### src/rtl/dmc_pkg.sv
// dmc_pkg: shared types, constants and control-word layout for the maze carver
// used by dmc_sequencer, dmc_datapath and dfs_maze_carver_top; no dependencies

package dmc_pkg;

   // grid and stack geometry
   localparam int MAX_DIM     = 64;
   localparam int STACK_DEPTH = 1024;
   localparam int DIM_W       = $clog2(MAX_DIM);
   localparam int CELL_W      = 2 * DIM_W;
   localparam int CELLS       = MAX_DIM * MAX_DIM;
   localparam int SP_W        = $clog2(STACK_DEPTH + 1);
   localparam int SIDX_W      = $clog2(STACK_DEPTH);

   // largest odd size that still fits below MAX_DIM
   localparam int LIM_RAW   = MAX_DIM - 1;
   localparam int SIZE_LIM  = ((LIM_RAW % 2) == 0) ? LIM_RAW - 1 : LIM_RAW;

   // field widths fixed by the interface
   localparam int RW_W      = 15;
   localparam int KIND_W    = 2;
   localparam int CFG_W     = 6;
   localparam int CSR_IDX_W = 1;
   localparam int PC_W      = 4;

   localparam logic [CFG_W-1:0] CFG_RESET = 6'd21;

   // register indexes
   localparam logic [CSR_IDX_W-1:0] CSR_GRID_ROWS = 1'b0;
   localparam logic [CSR_IDX_W-1:0] CSR_GRID_COLS = 1'b1;

   // operation codes
   localparam logic OP_RESTART = 1'b0;
   localparam logic OP_STEP    = 1'b1;

   // event kinds
   localparam logic [KIND_W-1:0] EV_CARVED    = 2'd0;
   localparam logic [KIND_W-1:0] EV_POPPED    = 2'd1;
   localparam logic [KIND_W-1:0] EV_FINISHED  = 2'd2;
   localparam logic [KIND_W-1:0] EV_RESTARTED = 2'd3;

   // probe directions, in search order
   localparam logic [1:0] DIR_NORTH = 2'd0;
   localparam logic [1:0] DIR_EAST  = 2'd1;
   localparam logic [1:0] DIR_SOUTH = 2'd2;
   localparam logic [1:0] DIR_WEST  = 2'd3;

   typedef logic [DIM_W-1:0]  dim_type;
   typedef logic [CELL_W-1:0] cell_type;
   typedef logic [SP_W-1:0]   sp_type;
   typedef logic [PC_W-1:0]   pc_type;

   typedef struct packed {
      logic            operation;
      logic [RW_W-1:0] random_word;
   } req_payload_type;

   typedef struct packed {
      logic [KIND_W-1:0] event_kind;
      dim_type           wall_row;
      dim_type           wall_col;
      dim_type           cell_row;
      dim_type           cell_col;
      logic              reached_exit;
      sp_type            depth;
   } rsp_payload_type;

   // datapath micro-operations
   typedef enum logic [3:0] {
      UOP_NONE,
      UOP_LATCH,
      UOP_CHOOSE,
      UOP_WR_WALL,
      UOP_CARVE,
      UOP_CLEAR,
      UOP_RESTART,
      UOP_POP,
      UOP_POP_EMIT
   } uop_type;

   // sequencer jump conditions
   typedef enum logic [2:0] {
      JC_NEXT,
      JC_GOTO,
      JC_DISPATCH,
      JC_LOOP_CLR,
      JC_NO_CARVE
   } jcond_type;

   typedef struct packed {
      logic      wait_req;
      logic      rd_en;
      logic [1:0] rd_dir;
      logic      cap_en;
      logic [1:0] cap_dir;
      uop_type   uop;
      logic      emit;
      jcond_type jcond;
      pc_type    target;
   } ctrl_word_type;

   typedef struct packed {
      logic          fire;
      ctrl_word_type word;
   } step_ctrl_type;

   typedef struct packed {
      logic req_restart;
      logic sp_zero;
      logic carve_ok;
      logic clr_last;
      logic out_free;
   } dp_status_type;

endpackage

### src/rtl/dmc_sequencer.sv
// dmc_sequencer: step counter, microcode table and conditional jumps
// depends on dmc_pkg for the control word and status types

module dmc_sequencer (
   input  logic                   clock,
   input  logic                   reset,
   input  logic                   req_valid,
   input  dmc_pkg::dp_status_type status,
   output dmc_pkg::step_ctrl_type step
);

   // program addresses
   localparam dmc_pkg::pc_type PC_IDLE      = 4'd0;
   localparam dmc_pkg::pc_type PC_PROBE_N   = 4'd1;
   localparam dmc_pkg::pc_type PC_PROBE_E   = 4'd2;
   localparam dmc_pkg::pc_type PC_PROBE_S   = 4'd3;
   localparam dmc_pkg::pc_type PC_PROBE_W   = 4'd4;
   localparam dmc_pkg::pc_type PC_LAST_CAP  = 4'd5;
   localparam dmc_pkg::pc_type PC_CHOOSE    = 4'd6;
   localparam dmc_pkg::pc_type PC_OPEN_WALL = 4'd7;
   localparam dmc_pkg::pc_type PC_CARVE     = 4'd8;
   localparam dmc_pkg::pc_type PC_CLEAR     = 4'd9;
   localparam dmc_pkg::pc_type PC_RESTART   = 4'd10;
   localparam dmc_pkg::pc_type PC_POP       = 4'd11;
   localparam dmc_pkg::pc_type PC_POP_EMIT  = 4'd12;

   dmc_pkg::pc_type        pc_ff;
   dmc_pkg::pc_type        pc_in;
   dmc_pkg::ctrl_word_type word;
   logic                   fire;

   // microcode table
   function automatic dmc_pkg::ctrl_word_type ucode_word(input dmc_pkg::pc_type pc);
      dmc_pkg::ctrl_word_type w;
      w        = '0;
      w.uop    = dmc_pkg::UOP_NONE;
      w.jcond  = dmc_pkg::JC_NEXT;
      w.target = PC_IDLE;
      unique case (pc)
         PC_IDLE: begin
            w.wait_req = 1'b1;
            w.uop      = dmc_pkg::UOP_LATCH;
            w.jcond    = dmc_pkg::JC_DISPATCH;
         end
         PC_PROBE_N: begin
            w.rd_en  = 1'b1;
            w.rd_dir = dmc_pkg::DIR_NORTH;
         end
         PC_PROBE_E: begin
            w.rd_en   = 1'b1;
            w.rd_dir  = dmc_pkg::DIR_EAST;
            w.cap_en  = 1'b1;
            w.cap_dir = dmc_pkg::DIR_NORTH;
         end
         PC_PROBE_S: begin
            w.rd_en   = 1'b1;
            w.rd_dir  = dmc_pkg::DIR_SOUTH;
            w.cap_en  = 1'b1;
            w.cap_dir = dmc_pkg::DIR_EAST;
         end
         PC_PROBE_W: begin
            w.rd_en   = 1'b1;
            w.rd_dir  = dmc_pkg::DIR_WEST;
            w.cap_en  = 1'b1;
            w.cap_dir = dmc_pkg::DIR_SOUTH;
         end
         PC_LAST_CAP: begin
            w.cap_en  = 1'b1;
            w.cap_dir = dmc_pkg::DIR_WEST;
         end
         PC_CHOOSE: begin
            w.uop    = dmc_pkg::UOP_CHOOSE;
            w.jcond  = dmc_pkg::JC_NO_CARVE;
            w.target = PC_POP;
         end
         PC_OPEN_WALL: begin
            w.uop = dmc_pkg::UOP_WR_WALL;
         end
         PC_CARVE: begin
            w.uop    = dmc_pkg::UOP_CARVE;
            w.emit   = 1'b1;
            w.jcond  = dmc_pkg::JC_GOTO;
            w.target = PC_IDLE;
         end
         PC_CLEAR: begin
            w.uop    = dmc_pkg::UOP_CLEAR;
            w.jcond  = dmc_pkg::JC_LOOP_CLR;
            w.target = PC_CLEAR;
         end
         PC_RESTART: begin
            w.uop    = dmc_pkg::UOP_RESTART;
            w.emit   = 1'b1;
            w.jcond  = dmc_pkg::JC_GOTO;
            w.target = PC_IDLE;
         end
         PC_POP: begin
            w.uop = dmc_pkg::UOP_POP;
         end
         PC_POP_EMIT: begin
            w.uop    = dmc_pkg::UOP_POP_EMIT;
            w.emit   = 1'b1;
            w.jcond  = dmc_pkg::JC_GOTO;
            w.target = PC_IDLE;
         end
         default: begin
            w.jcond  = dmc_pkg::JC_GOTO;
            w.target = PC_IDLE;
         end
      endcase
      return w;
   endfunction

   // a step fires on a new transaction, on room in the output register, or at once
   always_comb begin
      word = ucode_word(pc_ff);
      if (word.wait_req) begin
         fire = req_valid;
      end else if (word.emit) begin
         fire = status.out_free;
      end else begin
         fire = 1'b1;
      end
   end

   // next step address
   always_comb begin
      pc_in = pc_ff;
      if (fire) begin
         unique case (word.jcond)
            dmc_pkg::JC_NEXT: pc_in = pc_ff + 1'b1;
            dmc_pkg::JC_GOTO: pc_in = word.target;
            dmc_pkg::JC_DISPATCH: begin
               if (status.req_restart) begin
                  pc_in = PC_CLEAR;
               end else if (status.sp_zero) begin
                  pc_in = PC_POP_EMIT;
               end else begin
                  pc_in = pc_ff + 1'b1;
               end
            end
            dmc_pkg::JC_LOOP_CLR: pc_in = status.clr_last ? pc_ff + 1'b1 : word.target;
            dmc_pkg::JC_NO_CARVE: pc_in = status.carve_ok ? pc_ff + 1'b1 : word.target;
            default: pc_in = PC_IDLE;
         endcase
      end
   end

   // step counter
   always_ff @(posedge clock) begin
      if (reset) begin
         pc_ff <= PC_IDLE;
      end else begin
         pc_ff <= pc_in;
      end
   end

   assign step.fire = fire;
   assign step.word = word;

endmodule

### config.mk
export PLATFORM = sky130hd
export DESIGN_NAME = dmc_sequencer
export DESIGN_NICKNAME = d
export VERILOG_FILES = /design/src/rtl/dmc_pkg.sv /design/src/rtl/dmc_sequencer.sv
export SDC_FILE = /design/constraint.sdc
export NUM_CORES = 1
export LEC_CHECK = 0
export BUFFER_PORTS_ARGS = -buffer_cell sky130_fd_sc_hd__buf_2
export CORE_UTILIZATION = 50
export DETAILED_ROUTE_END_ITERATION = 16
export HOLD_SLACK_MARGIN = 0.05
export MAX_ROUTING_LAYER = met4
export PLACE_DENSITY = 0.9
export SLEW_MARGIN = 20
export SYNTH_ARGS = -nofsm -noshare
export SYNTH_HDL_FRONTEND = slang
export SYNTH_SLANG_ARGS = --single-unit
### constraint.sdc
create_clock -name clock -period 5.3 [get_ports clock]
set_input_delay 0.53 -clock clock [delete_from_list [all_inputs] [get_ports clock]]
set_output_delay 0.53 -clock clock [all_outputs]
set_load 0.02 [all_outputs]
==> results.json <==
{
  "cellLeakagePower_nw": 0.432,
  "syn_inst": 112,
  "synth_fa_ha_area_share_pct": 6.55,
  "die_h_um": 41.1,
  "postCtsSetupBuffers": 0,
  "antenna_cells": 0,
  "hold_viol": 0,
  "grtUsageMet1_pct": 37.1,
  "worst_hold_slack_ns": 0.518,
  "row_count": 13,
  "synth_compound_area_share_pct": 32.4,
  "syn-cell-area_um2": 764,
  "holdBufCountCts": 0,
  "netlist_top_cells_count": "9 x a21oi_1, 9 x nand2_1, 8 x inv_1, 7 x buf_2, 7 x nor2_1",
  "cp-end-kind": "output pin",
  "yosys_warnings": 0,
  "dieArea_um2": 1690,
  "cp-start-kind": "flop",
  "async_flop_share_pct": 0,
  "grt.busiest_layer": "met2",
  "area_growth_pct": 13.4,
  "status": "finished clean",
  "cts_buffer_depth": 2,
  "peakVddDrop_mv": 0.406,
  "cts_tree": "done",
  "grt.overflow.total": 0,
  "wl_um": 1950,
  "hpwl_um": 1490,
  "avgSynthCellArea_um2": 6.83,
  "grt_usage_pct": 28.5,
  "max_freq_mhz": 391,
  "wl_per_cell_um": 13.6,
  "core_um2": 1370,
  "hold_path_class": "input port to flop",
  "cts_max_level": 1,
  "vias": 866,
  "finalSetupTns_ns": 0,
  "grt_pass1_wl_um": 2990,
  "cts_buffers": 3,
  "nFillCells": 134,
  "max_cap_violations": 0,
  "slew-limit-headroom_pct": 52.8,
  "fin_nets": 143,
  "use_met3_pct": 7.07,
  "largest_reg_flops": 4,
  "antenna_found_initial": 0,
  "multi_input_area_um2": 582,
  "drtPass1Iterations": 4,
  "vias_per_cell": 6.01,
  "drive_above_1_share_pct": 30.2,
  "io_buffers": 26,
  "seq_area_frac_synth_pct": 10.5,
  "p_per_area_nw_per_um2": 716,
  "cts_resized": 0,
  "synthMuxAreaShare_pct": 0,
  "clock-sinks": 4,
  "cp_max_fo": 10,
  "ys_top_cells_by_area": "dfxtp_1 10%, ha_1 6.5%, a21oi_1 5.9%",
  "path_class": "flop to output pin",
  "grt_max_degree": 25,
  "regArea_um2": 80.1,
  "clk_latency_ns": 0.23,
  "synth_nets": 124,
  "skew_ns": 0.00454,
  "netlist.area_leader.share_pct": 10.5,
  "reg.largest.list": "pc_ff: 4 flops",
  "synth_xor_area_share_pct": 1.15,
  "critical_path_arrival_ns": 2.03,
  "worstPathRequired_ns": 4.77,
  "r2r_cells": 6,
  "met2_usage_pct": 41.0,
  "slew_viol_final": 0,
  "top_register": "pc_ff",
  "hold_path_depth": 2,
  "route.detailed.drc": 0,
  "ant_nets": 0,
  "yosysTopAreaCell": "dfxtp_1",
  "synth_top_family_by_area": "simple AND/OR/NAND/NOR gates",
  "min_period_ns": 2.56,
  "setup_violations": 0,
  "io_pins": 28,
  "initial_utilization_pct": 56.0,
  "ys.flop_type": "dfxtp_1",
  "final_cell_area_um2": 867,
  "clock-root-buffer": "clkbuf_4",
  "drt-initial-drc-count": 21,
  "ys_ff_latch": 4,
  "grt_pass1_vias": 659,
  "yosysUniqueCellTypes": 48,
  "rsz0062_at_grt": "false",
  "cts.reportedPaths.clkPinSlew_ns": 0.04,
  "place.gp.congestion": 0.867,
  "synth_simple_gate_area_share_pct": 35.5,
  "dpl_cell_area_um2": 845,
  "tightest_slew_ns": 0.707,
  "die_w_um": 41.1,
  "synth_edf_count": 0,
  "post-route-period-util_pct": 48.3
}
==> per-layer routing <==
| layer | up-vias | part of all wire, % |
|---|---|---|
| met5 | - | 0 |
| met1 | 395 | 44 |
| li1 | 433 | - |
| met3 | 4 | 6.3 |
| met2 | 34 | 48 |
| met4 | 0 | 1.7 |
==> worst max-delay path, cell delays in order, from the launching register on <==
cell	delay, ns
dfxtp_1	0.39
inv_1	0.12
ha_1	0.31
or3b_4	0.46
or2_4	0.26
nand2_4	0.07
inv_2	0.03
buf_2	0.14
==> layout by cell type (no fill, tap or decap), drive strengths merged, types with 2 or more instances in the layout <==
cell	count
a2111oi	2
a21boi	2
a21oi	9
a2bb2oi	2
a31oi	2
and2	2
buf	26
clkbuf	3
dfxtp	4
ha	4
inv	9
nand2	10
nand2b	6
nand4b	2
nor2	8
nor3	5
nor4	3
o211ai	2
o21ai	5
or2	3
==> area by class of cell <==
cell class | instances | share of cell area [%]
multi-input combinational | 87 | 67.1
timing repair buffer | 26 | 15.0
sequential | 4 | 9.24
inverter | 9 | 3.90
clock buffer | 3 | 2.60
tap | 15 | 2.16
==> kinds of logic (layout without fill, tap and decap cells) <==
kind of cell | after synthesis | after routing
flip-flops | 4 | 4
AO/OA/AOI/OAI | 34 | 34
other | 1 | 1
adder cells (fa/ha/maj) | 4 | 4
AND/OR/NAND/NOR | 47 | 47
XOR/XNOR | 1 | 1
buffers and inverters | 21 | 38
==> worst paths after layout <==
path | from | end | slack [ns]
worst max-delay path | pc_ff[0] | step[19] | 2.74
worst min-delay path | reset | pc_ff[1] | 0.52
worst max register to register | pc_ff[0] | pc_ff[0] | 3.29
worst min register to register | pc_ff[1] | pc_ff[1] | 0.64
==> metrics by stage <==
stage	cells	worst slack (ns)	utilization, %	total power [mW]
floorplan	112	3.06	-	0.474
global placement	141	3.05	61.8	0.570
detailed placement	141	3.00	61.8	0.581
CTS	144	2.74	63.5	0.622
global route	144	2.60	63.5	0.686
finish	144	2.74	63.5	0.621
==> report_power, final <==
part / internal [mW] / switching [mW] / total [mW]
logic: 0.191 / 0.301 / 0.492
registers: 0.0436 / 0.0479 / 0.0916
clock network: 0.0253 / 0.0119 / 0.0372
total: 0.260 / 0.361 / 0.621
No activity file was read; power rests on OpenSTA's default activity.
